**config.mk**
```make
export PLATFORM = sky130hd
export DESIGN_NAME = obd2_pid_poll_sequencer
export DESIGN_NICKNAME = d
export VERILOG_FILES = /design/src/hdl/obd_pkg.sv /design/src/hdl/obd2_pid_poll_sequencer.sv /design/src/hdl/obd_front.sv /design/src/hdl/obd_queue.sv /design/src/hdl/obd_back.sv
export SDC_FILE = /design/constraint.sdc
export NUM_CORES = 1
export LEC_CHECK = 0
export ABC_AREA = 1
export BUFFER_PORTS_ARGS = -buffer_cell sky130_fd_sc_hd__buf_2
export CAP_MARGIN = 20
export CORE_ASPECT_RATIO = 1.4
export CORE_MARGIN = 2
export CORE_UTILIZATION = 30
export DETAILED_ROUTE_END_ITERATION = 16
export GPL_TIMING_DRIVEN = 0
export PLACE_DENSITY_LB_ADDON = 0.12
export SYNTH_ARGS = -nofsm -noshare
export SYNTH_HDL_FRONTEND = slang
export SYNTH_SLANG_ARGS = --single-unit
export TNS_END_PERCENT = 20
```
**constraint.sdc**
```tcl
create_clock -name aclk -period 7.1 [get_ports aclk]
set_input_delay 0.71 -clock aclk [delete_from_list [all_inputs] [get_ports aclk]]
set_output_delay 0.71 -clock aclk [all_outputs]
set_load 0.01 [all_outputs]
```
**src/hdl/obd_pkg.sv**
```systemverilog
// Shared types, codes and tables of the OBD-II PID poll sequencer.
`timescale 1ns / 1ps
`default_nettype none
package obd_pkg;

    localparam int OBD_QUEUE_DEPTH = 4;
    localparam int NUM_PIDS        = 5;

    localparam int ID_W    = 29;
    localparam int TICK_W  = 16;
    localparam int VALUE_W = 17;

    localparam int S_TDATA_W = 80;
    localparam int M_TDATA_W = 64;
    localparam int PADDR_W   = 4;
    localparam int PDATA_W   = 32;

    localparam logic [7:0] MODE01_RESPONSE = 8'h41;
    localparam logic [7:0] COOLANT_OFFSET  = 8'd40;

    localparam logic [ID_W-1:0]   REQ_ID_RESET  = 29'd2015;
    localparam logic [ID_W-1:0]   RSP_MIN_RESET = 29'd2024;
    localparam logic [ID_W-1:0]   RSP_MAX_RESET = 29'd2031;
    localparam logic [TICK_W-1:0] TIMEOUT_RESET = 16'd100;

    typedef enum logic [1:0] {
        REG_REQ_ID  = 2'd0,
        REG_RSP_MIN = 2'd1,
        REG_RSP_MAX = 2'd2,
        REG_TIMEOUT = 2'd3
    } reg_index_t;

    typedef enum logic [1:0] {
        FUNC_START = 2'd0,
        FUNC_TICK  = 2'd1,
        FUNC_FRAME = 2'd2
    } func_t;

    typedef enum logic [1:0] {
        KIND_REQUEST = 2'd0,
        KIND_UPDATE  = 2'd1,
        KIND_DONE    = 2'd2
    } kind_t;

    typedef enum logic [2:0] {
        QTY_RPM     = 3'd0,
        QTY_SPEED   = 3'd1,
        QTY_COOLANT = 3'd2,
        QTY_BATTERY = 3'd3,
        QTY_MIL     = 3'd4
    } quantity_t;

    typedef struct packed {
        logic [ID_W-1:0]   request_frame_id;
        logic [ID_W-1:0]   response_id_min;
        logic [ID_W-1:0]   response_id_max;
        logic [TICK_W-1:0] timeout_ticks;
    } obd_cfg_t;

    typedef struct packed {
        kind_t                     kind;
        logic [7:0]                req_pid;
        logic [2:0]                quantity;
        logic signed [VALUE_W-1:0] value;
        logic                      round_valid;
        logic                      last;
    } obd_entry_t;

    // Poll order; indexes past the end map to the last PID.
    function automatic logic [7:0] pid_order(input logic [2:0] idx);
        logic [7:0] pid;
        case (idx)
            3'd0:    pid = 8'h0C;
            3'd1:    pid = 8'h0D;
            3'd2:    pid = 8'h05;
            3'd3:    pid = 8'h42;
            default: pid = 8'h01;
        endcase
        return pid;
    endfunction

endpackage
`default_nettype wire

```
**src/hdl/obd2_pid_poll_sequencer.sv**
```systemverilog
// Top level: OBD-II mode 01 PID poll sequencer with APB registers.
//
// Input channel s_*: tuser selects the item (start round, 1 ms tick, received
// CAN frame); tdata carries the frame fields. A start while idle emits the
// first request; requests go out on m_* with kind 0, decoded values with
// kind 1 and the end of a round with kind 2. tlast marks the final result of
// each input transfer.
// Results pass the queue and the output register. Throughput: one input
// transfer per cycle while results drain; a success yields two results, and
// the result channel moves one per cycle while m_tready is high. The result
// queue between front and back end sets how far input can run ahead: s_tready
// is low while fewer than two queue slots are free, so a stalled receiver
// backs up into the input channel without losing results.
// Reset (aresetn low, synchronous) returns to idle, empties the queue and
// loads the register defaults. The user must write registers over APB only
// while the block is idle (not enforced by the block); pready is always high.
`timescale 1ns / 1ps
`default_nettype none
module obd2_pid_poll_sequencer #(
    parameter int QUEUE_DEPTH = obd_pkg::OBD_QUEUE_DEPTH
) (
    input  wire logic                          aclk,
    input  wire logic                          aresetn,
    // APB register port
    input  wire logic                          psel,
    input  wire logic                          penable,
    input  wire logic                          pwrite,
    input  wire logic [obd_pkg::PADDR_W-1:0]   paddr,
    input  wire logic [obd_pkg::PDATA_W-1:0]   pwdata,
    output logic [obd_pkg::PDATA_W-1:0]        prdata,
    output logic                               pready,
    // input: frame_id[28:0] frame_len[32:29] length_byte[40:33] mode_byte[48:41]
    //        pid_byte[56:49] byte_a[64:57] byte_b[72:65], zero pad
    input  wire logic                          s_tvalid,
    output logic                               s_tready,
    input  wire logic [obd_pkg::S_TDATA_W-1:0] s_tdata,
    // input user: func[1:0]
    input  wire logic [1:0]                    s_tuser,
    // output: req_id[28:0] req_pid[36:29] quantity[39:37] value[56:40]
    //         round_valid[57], zero pad
    output logic                               m_tvalid,
    input  wire logic                          m_tready,
    output logic [obd_pkg::M_TDATA_W-1:0]      m_tdata,
    // output user: kind[1:0]
    output logic [1:0]                         m_tuser,
    output logic                               m_tlast
);
    import obd_pkg::*;

    localparam int CW = $clog2(QUEUE_DEPTH + 1);

    obd_cfg_t   cfg_reg;
    logic       cfg_we;
    reg_index_t reg_idx;
    logic [1:0] push_n;
    obd_entry_t ent0, ent1, q_head;
    logic       q_valid, pop, room;
    logic [CW-1:0] q_count;

    assign pready  = 1'b1;
    assign reg_idx = reg_index_t'(paddr[3:2]);
    assign cfg_we  = psel && penable && pwrite;

    always_ff @(posedge aclk) begin
        if (!aresetn) begin
            cfg_reg.request_frame_id <= REQ_ID_RESET;
            cfg_reg.response_id_min  <= RSP_MIN_RESET;
            cfg_reg.response_id_max  <= RSP_MAX_RESET;
            cfg_reg.timeout_ticks    <= TIMEOUT_RESET;
        end else if (cfg_we) begin
            case (reg_idx)
                REG_REQ_ID:  cfg_reg.request_frame_id <= pwdata[ID_W-1:0];
                REG_RSP_MIN: cfg_reg.response_id_min  <= pwdata[ID_W-1:0];
                REG_RSP_MAX: cfg_reg.response_id_max  <= pwdata[ID_W-1:0];
                REG_TIMEOUT: cfg_reg.timeout_ticks    <= pwdata[TICK_W-1:0];
                default: ;
            endcase
        end
    end

    always_comb begin
        case (reg_idx)
            REG_REQ_ID:  prdata = PDATA_W'(cfg_reg.request_frame_id);
            REG_RSP_MIN: prdata = PDATA_W'(cfg_reg.response_id_min);
            REG_RSP_MAX: prdata = PDATA_W'(cfg_reg.response_id_max);
            REG_TIMEOUT: prdata = PDATA_W'(cfg_reg.timeout_ticks);
            default:     prdata = '0;
        endcase
    end

    assign room = q_count <= CW'(QUEUE_DEPTH - 2);

    obd_front u_front (
        .aclk     (aclk),
        .aresetn  (aresetn),
        .cfg      (cfg_reg),
        .room     (room),
        .s_tvalid (s_tvalid),
        .s_tready (s_tready),
        .s_tdata  (s_tdata),
        .s_tuser  (s_tuser),
        .push_n   (push_n),
        .ent0     (ent0),
        .ent1     (ent1)
    );

    obd_queue #(
        .DEPTH (QUEUE_DEPTH)
    ) u_queue (
        .aclk    (aclk),
        .aresetn (aresetn),
        .push_n  (push_n),
        .ent0    (ent0),
        .ent1    (ent1),
        .pop     (pop),
        .q_valid (q_valid),
        .q_head  (q_head),
        .q_count (q_count)
    );

    obd_back u_back (
        .aclk             (aclk),
        .aresetn          (aresetn),
        .request_frame_id (cfg_reg.request_frame_id),
        .q_valid          (q_valid),
        .q_head           (q_head),
        .pop              (pop),
        .m_tvalid         (m_tvalid),
        .m_tready         (m_tready),
        .m_tdata          (m_tdata),
        .m_tuser          (m_tuser),
        .m_tlast          (m_tlast)
    );

    a_queue_bound: assert property (@(posedge aclk) disable iff (!aresetn)
        q_count <= CW'(QUEUE_DEPTH))
        else $error("result queue overflow");

    a_no_push_without_room: assert property (@(posedge aclk) disable iff (!aresetn)
        (push_n != 2'd0) |-> room)
        else $error("queue written without two free slots");

    a_update_not_last: assert property (@(posedge aclk) disable iff (!aresetn)
        (m_tvalid && m_tuser == KIND_UPDATE) |-> !m_tlast)
        else $error("value update marked last");

    a_other_last: assert property (@(posedge aclk) disable iff (!aresetn)
        (m_tvalid && m_tuser != KIND_UPDATE) |-> (m_tlast && m_tuser != 2'd3))
        else $error("request or done result not last, or bad kind");

endmodule
`default_nettype wire

```
**src/hdl/obd_front.sv**
```systemverilog
// Front end: accepts input transfers, runs the poll round and emits queue entries.
`timescale 1ns / 1ps
`default_nettype none
module obd_front (
    input  wire logic                          aclk,
    input  wire logic                          aresetn,
    input  wire obd_pkg::obd_cfg_t             cfg,
    input  wire logic                          room,
    input  wire logic                          s_tvalid,
    output logic                               s_tready,
    input  wire logic [obd_pkg::S_TDATA_W-1:0] s_tdata,
    input  wire logic [1:0]                    s_tuser,
    output logic [1:0]                         push_n,
    output obd_pkg::obd_entry_t                ent0,
    output obd_pkg::obd_entry_t                ent1
);
    import obd_pkg::*;

    logic              busy_reg, busy_next;
    logic [2:0]        pid_index_reg, pid_index_next;
    logic [TICK_W-1:0] elapsed_reg, elapsed_next;
    logic              any_success_reg, any_success_next;

    logic              accept;
    logic [ID_W-1:0]   fid;
    logic [3:0]        flen;
    logic [7:0]        lenb, mode, pidb, byte_a, byte_b, b_eff;
    logic [15:0]       ab;
    logic [TICK_W-1:0] e1;
    logic [2:0]        nidx;
    logic              match;
    logic signed [VALUE_W-1:0] val;

    function automatic obd_entry_t adv_entry(input logic [2:0] idx, input logic any);
        obd_entry_t e;
        e = '0;
        e.last = 1'b1;
        if (idx >= 3'(NUM_PIDS)) begin
            e.kind        = KIND_DONE;
            e.round_valid = any;
        end else begin
            e.kind    = KIND_REQUEST;
            e.req_pid = pid_order(idx);
        end
        return e;
    endfunction

    assign s_tready = room;
    assign accept   = s_tvalid && room;

    assign fid    = s_tdata[28:0];
    assign flen   = s_tdata[32:29];
    assign lenb   = s_tdata[40:33];
    assign mode   = s_tdata[48:41];
    assign pidb   = s_tdata[56:49];
    assign byte_a = s_tdata[64:57];
    assign byte_b = s_tdata[72:65];
    assign b_eff  = (flen < 4'd5) ? 8'd0 : byte_b;
    assign ab     = {byte_a, b_eff};
    assign e1     = elapsed_reg + 16'd1;
    assign nidx   = pid_index_reg + 3'd1;

    assign match = (fid >= cfg.response_id_min) && (fid <= cfg.response_id_max) &&
                   (flen >= 4'd4) && (mode == MODE01_RESPONSE) &&
                   (pidb == pid_order(pid_index_reg));

    always_comb begin
        case (pid_index_reg)
            QTY_RPM:     val = VALUE_W'(ab >> 2);
            QTY_SPEED:   val = VALUE_W'(byte_a);
            QTY_COOLANT: val = VALUE_W'(byte_a) - VALUE_W'(COOLANT_OFFSET);
            QTY_BATTERY: val = VALUE_W'(ab);
            default:     val = VALUE_W'(byte_a[7]);
        endcase
    end

    always_comb begin
        busy_next        = busy_reg;
        pid_index_next   = pid_index_reg;
        elapsed_next     = elapsed_reg;
        any_success_next = any_success_reg;
        push_n           = 2'd0;
        ent0             = '0;
        ent1             = '0;
        if (accept) begin
            case (func_t'(s_tuser))
                FUNC_START: begin
                    if (!busy_reg) begin
                        busy_next        = 1'b1;
                        pid_index_next   = 3'd0;
                        elapsed_next     = '0;
                        any_success_next = 1'b0;
                        push_n           = 2'd1;
                        ent0             = adv_entry(3'd0, 1'b0);
                    end
                end
                FUNC_TICK: begin
                    if (busy_reg) begin
                        if (e1 == '0 || e1 >= cfg.timeout_ticks) begin
                            pid_index_next = nidx;
                            elapsed_next   = '0;
                            busy_next      = nidx < 3'(NUM_PIDS);
                            push_n         = 2'd1;
                            ent0           = adv_entry(nidx, any_success_reg);
                        end else begin
                            elapsed_next = e1;
                        end
                    end
                end
                FUNC_FRAME: begin
                    if (busy_reg && match) begin
                        pid_index_next = nidx;
                        elapsed_next   = '0;
                        busy_next      = nidx < 3'(NUM_PIDS);
                        if (lenb <= 8'd2) begin
                            push_n = 2'd1;
                            ent0   = adv_entry(nidx, any_success_reg);
                        end else begin
                            if (pid_index_reg == QTY_RPM || pid_index_reg == QTY_SPEED) begin
                                any_success_next = 1'b1;
                            end
                            push_n        = 2'd2;
                            ent0.kind     = KIND_UPDATE;
                            ent0.quantity = pid_index_reg;
                            ent0.value    = val;
                            ent1          = adv_entry(nidx, any_success_next);
                        end
                    end
                end
                default: ;
            endcase
        end
    end

    always_ff @(posedge aclk) begin
        if (!aresetn) begin
            busy_reg        <= 1'b0;
            pid_index_reg   <= 3'd0;
            elapsed_reg     <= '0;
            any_success_reg <= 1'b0;
        end else begin
            busy_reg        <= busy_next;
            pid_index_reg   <= pid_index_next;
            elapsed_reg     <= elapsed_next;
            any_success_reg <= any_success_next;
        end
    end

endmodule
`default_nettype wire

```
**src/hdl/obd_queue.sv**
```systemverilog
// Short result queue between front and back, up to two writes and one read per cycle.
`timescale 1ns / 1ps
`default_nettype none
module obd_queue #(
    parameter int DEPTH = obd_pkg::OBD_QUEUE_DEPTH
) (
    input  wire logic                       aclk,
    input  wire logic                       aresetn,
    input  wire logic [1:0]                 push_n,
    input  wire obd_pkg::obd_entry_t        ent0,
    input  wire obd_pkg::obd_entry_t        ent1,
    input  wire logic                       pop,
    output logic                            q_valid,
    output obd_pkg::obd_entry_t             q_head,
    output logic [$clog2(DEPTH+1)-1:0]      q_count
);
    import obd_pkg::*;

    localparam int PW = (DEPTH > 1) ? $clog2(DEPTH) : 1;
    localparam int CW = $clog2(DEPTH + 1);

    obd_entry_t     mem [DEPTH];
    logic [PW-1:0]  wr_reg, wr_next, wr1, rd_reg, rd_next;
    logic [CW-1:0]  count_reg, count_next;
    logic           do_pop;

    function automatic logic [PW-1:0] inc(input logic [PW-1:0] p);
        return (p == PW'(DEPTH - 1)) ? '0 : p + PW'(1);
    endfunction

    assign do_pop     = pop && (count_reg != '0);
    assign wr1        = inc(wr_reg);
    assign wr_next    = (push_n == 2'd2) ? inc(wr1) : (push_n == 2'd1) ? wr1 : wr_reg;
    assign rd_next    = do_pop ? inc(rd_reg) : rd_reg;
    assign count_next = count_reg + CW'(push_n) - CW'(do_pop);

    assign q_valid = count_reg != '0;
    assign q_head  = mem[rd_reg];
    assign q_count = count_reg;

    always_ff @(posedge aclk) begin
        if (push_n != 2'd0) begin
            mem[wr_reg] <= ent0;
        end
        if (push_n == 2'd2) begin
            mem[wr1] <= ent1;
        end
    end

    always_ff @(posedge aclk) begin
        if (!aresetn) begin
            wr_reg    <= '0;
            rd_reg    <= '0;
            count_reg <= '0;
        end else begin
            wr_reg    <= wr_next;
            rd_reg    <= rd_next;
            count_reg <= count_next;
        end
    end

endmodule
`default_nettype wire

```
**src/hdl/obd_back.sv**
```systemverilog
// Back end: drains the queue into the registered result channel.
`timescale 1ns / 1ps
`default_nettype none
module obd_back (
    input  wire logic                          aclk,
    input  wire logic                          aresetn,
    input  wire logic [obd_pkg::ID_W-1:0]      request_frame_id,
    input  wire logic                          q_valid,
    input  wire obd_pkg::obd_entry_t           q_head,
    output logic                               pop,
    output logic                               m_tvalid,
    input  wire logic                          m_tready,
    output logic [obd_pkg::M_TDATA_W-1:0]      m_tdata,
    output logic [1:0]                         m_tuser,
    output logic                               m_tlast
);
    import obd_pkg::*;

    logic                      valid_reg;
    kind_t                     kind_reg;
    logic [ID_W-1:0]           req_id_reg;
    logic [7:0]                req_pid_reg;
    logic [2:0]                quantity_reg;
    logic signed [VALUE_W-1:0] value_reg;
    logic                      round_valid_reg;
    logic                      last_reg;

    assign pop = q_valid && (!valid_reg || m_tready);

    always_ff @(posedge aclk) begin
        if (!aresetn) begin
            valid_reg <= 1'b0;
        end else if (pop) begin
            valid_reg <= 1'b1;
        end else if (m_tready) begin
            valid_reg <= 1'b0;
        end
    end

    always_ff @(posedge aclk) begin
        if (pop) begin
            kind_reg        <= q_head.kind;
            req_id_reg      <= (q_head.kind == KIND_REQUEST) ? request_frame_id : '0;
            req_pid_reg     <= q_head.req_pid;
            quantity_reg    <= q_head.quantity;
            value_reg       <= q_head.value;
            round_valid_reg <= q_head.round_valid;
            last_reg        <= q_head.last;
        end
    end

    assign m_tvalid = valid_reg;
    assign m_tuser  = kind_reg;
    assign m_tlast  = last_reg;
    assign m_tdata  = {6'd0, round_valid_reg, value_reg, quantity_reg, req_pid_reg,
                       req_id_reg};

endmodule
`default_nettype wire

```
==> flow_summary.ini <==
[run_status]
status = completed

[floorplanning]
die_h_um = 274.2
std_cell_rows = 99
dieArea_sq_um = 54030
coreArea_sq_um = 51780
die_w_um = 197.0
start_util_pct = 30.22
ios = 227

[sta]
whs_ns = 0.4522
rsz0062_at_grt = no
worst_slack_ns = 1.931
worst_pin_slew_ns = 0.9028
skew_ns = 0.02737
final_hold_viol_count = 0
slew_headroom_pct = 39.18
setup-violations-final = 0
slew_violations = 0
period_needed_ns = 5.169
clock.fmax_mhz = 193.5
fin_crit_sh_pct = 72.81

[grt]
grt_usage_pct = 20.17
antenna_found_initial = 1
grt_max_degree = 25
grt_pass1_wl_mm = 83.31
grt_pass1_vias = 14220
overflow = 0

[clock_network]
cts_tree = built
ctsHtreeMaxLevel = 2
ctsHoldBuffers = 0
numCtsBuffers = 35
cts_resized = 0
clock_path_buffers = 3
postCtsSetupBuffers = 0
clkSinkCount = 303
cts_root_buffer = clkbuf_16
insertion_delay_ns = 0.55
clkTransAtPathRegs_ns = 0.06

[synthesis]
synth_top_area_share_pct = 27.89
synth.avg_cell_area_sq_um = 7.785
async_reset_ff_share_pct = 0
synth-compound-area-share_pct = 18.99
synth_xor_area_share_pct = 0.2798
synthFlopType = dfxtp_1
synth_top_family_by_area = simple AND/OR/NAND/NOR gates
synth-simple-area-share_pct = 19.45
syn-cell-area_sq_um = 15650
synth-seq-cells = 303
synth_top_area_cell = dfxtp_1
syn_inst = 2010
ys_warn_count = 0
synth_mux_area_share_pct = 0
synth.distinct_cells = 49
synth-seq-area-share_pct = 44.20
synthAdderAreaFrac_pct = 7.964
synth-edff-count = 85
synth.area.top_cells = dfxtp_1 (28%), edfxtp_1 (16%), nand2_1 (9.1%)

[setup_path]
cp.arrival_ns = 5.38
rr_worst_depth = 25
crit_type = reg2reg
crit_slowest_cell = clkbuf_1
r2r_setup_slack_ns = 1.93
start_kind = register
cp_max_fo = 10
cp_top_family = simple AND/OR/NAND/NOR gates
critPathCaptureType = register
crit_required_ns = 7.31
regToRegStartpoint = u_front.elapsed_reg[2]
crit_buf_inv = 5
crit_top_cell = nand2_1
cpPeakStageDelay_ns = 0.54
timing.rr.end = u_queue.mem[3][1]

[layout]
antenna_cells = 0
final_cell_mix = nand2_1 (381), o21ai_0 (254), inv_1 (250)
largest_reg_flops = 112
final_common_cell = nand2_1
finish.instance_area_sq_um = 18850
drive_above_1_share_pct = 14.25
instances_no_fill = 2944
final_util_pct = 36.41
areaGrowthSynthToFinish_pct = 20.48
fin_nets = 2485

[drt]
wl_mm = 54.70
drc = 0
firstDrtPassIters = 7
via_count = 14440
wl_per_cell_um = 18.58
drtIter0Drc = 950
antenna_left = 0
vias_per_cell = 4.904

[power]
p_leak_uw = 0.008089
vdd_drop_max_mv = 0.1609
power_density_nw_per_um2 = 299.9

[job]
maxCapViolCount = 0

[placement]
pre_cts_ws_ns = 1.672
hpwlAfterDp_mm = 43.55
io_buffers = 200
post_dp_cell_area_sq_um = 17600
gp_congestion = 0.8919
dp_cells = 2880

[worst_hold_path]
hp-class = reg2reg
min_from = u_queue.mem[1][6]
worstHoldEndpoint = u_queue.mem[1][6]
whs_path_depth = 2
==> worst min-delay path: cells and delay by family, from the launching register on <==
kind / cells / cell delay (ns)
flops: 1 / 0.32
simple gates: 1 / 0.05
compound gates: 1 / 0.05
==> cells by family (layout without fill, tap and decap cells) <==
| family | Yosys count | after routing |
|---|---|---|
| buf+inv | 359 | 626 |
| compound gates | 528 | 528 |
| flops | 303 | 303 |
| xor+xnor | 5 | 5 |
| other cells | 2 | 13 |
| simple gates | 714 | 714 |
| fa+ha+maj | 99 | 99 |
==> stage by stage <==
stage | power, uW | TNS (ns)
after floorplan | 3068 | 0
final | 5654 | 0
after global placement | 3749 | -3.766
after global routing | 5963 | 0
after detailed placement | 3774 | 0
after CTS | 5743 | 0
==> synth_stat cells (3+ instances only) <==
cell type  count
o21ai_0      254
o21ai_2       21
a21oi_1      144
o2111ai_1      5
nand3_2        4
o211ai_1      32
nor3_1         7
o21ai_1        7
nor2_1       194
edfxtp_1      85
o22ai_1       30
nand2_2        4
nand4_1       39
inv_1        250
xor2_1         3
buf_1          7
dfxtp_1      218
o221ai_1      19
nand3_4        6
clkbuf_1      79
ha_1          98
buf_2          4
nand2_1      381
buf_4         16
a31oi_1        4
nand3b_1       4
nand3_1       67
==> where the power goes <==
part           total (uW)  switching (uW)  internal, uW
clock                1950             784          1170
sequential           2150            62.8          2090
combinational        1560            1070           488
total                5650            1920          3740
==> per-layer routing <==
| layer | global-route usage, % | vias to the layer above | part of all wire [%] |
|---|---|---|---|
| li1 | - | 7228 | - |
| met1 | 22.98 | 6702 | 40 |
| met2 | 38.20 | 408 | 52 |
| met3 | 2.288 | 98 | 4.0 |
| met4 | 7.776 | 0 | 3.8 |
| met5 | 0 | - | 0 |
==> area by class of cell <==
type / count / area [sq um]
buffer: 107 / 474.2
clock buffer: 50 / 1065
clock inverter: 14 / 186.4
fill: 5535 / 32920
inverter: 252 / 945.9
multi-input combinational: 1359 / 7368
sequential: 303 / 6917
tap: 656 / 820.8
timing repair buffer: 203 / 1076
==> worst max path at each step <==
stage | startpoint | endpoint | slack, ns | cells past startpoint
global route | u_front.elapsed_reg[0] | u_queue.mem[2][0] | 1.40 | 27
global placement | m_tready | u_queue.q_count[2] | -1.19 | 11
finish | u_front.elapsed_reg[2] | u_queue.mem[3][1] | 1.93 | 25
CTS | u_front.elapsed_reg[2] | u_queue.mem[2][0] | 1.84 | 26
detailed placement | s_tdata[12] | u_queue.mem[2][0] | 1.67 | 20
floorplan | m_tready | u_queue.q_count[2] | 1.66 | 10
Power figures use the tool's default switching activity.
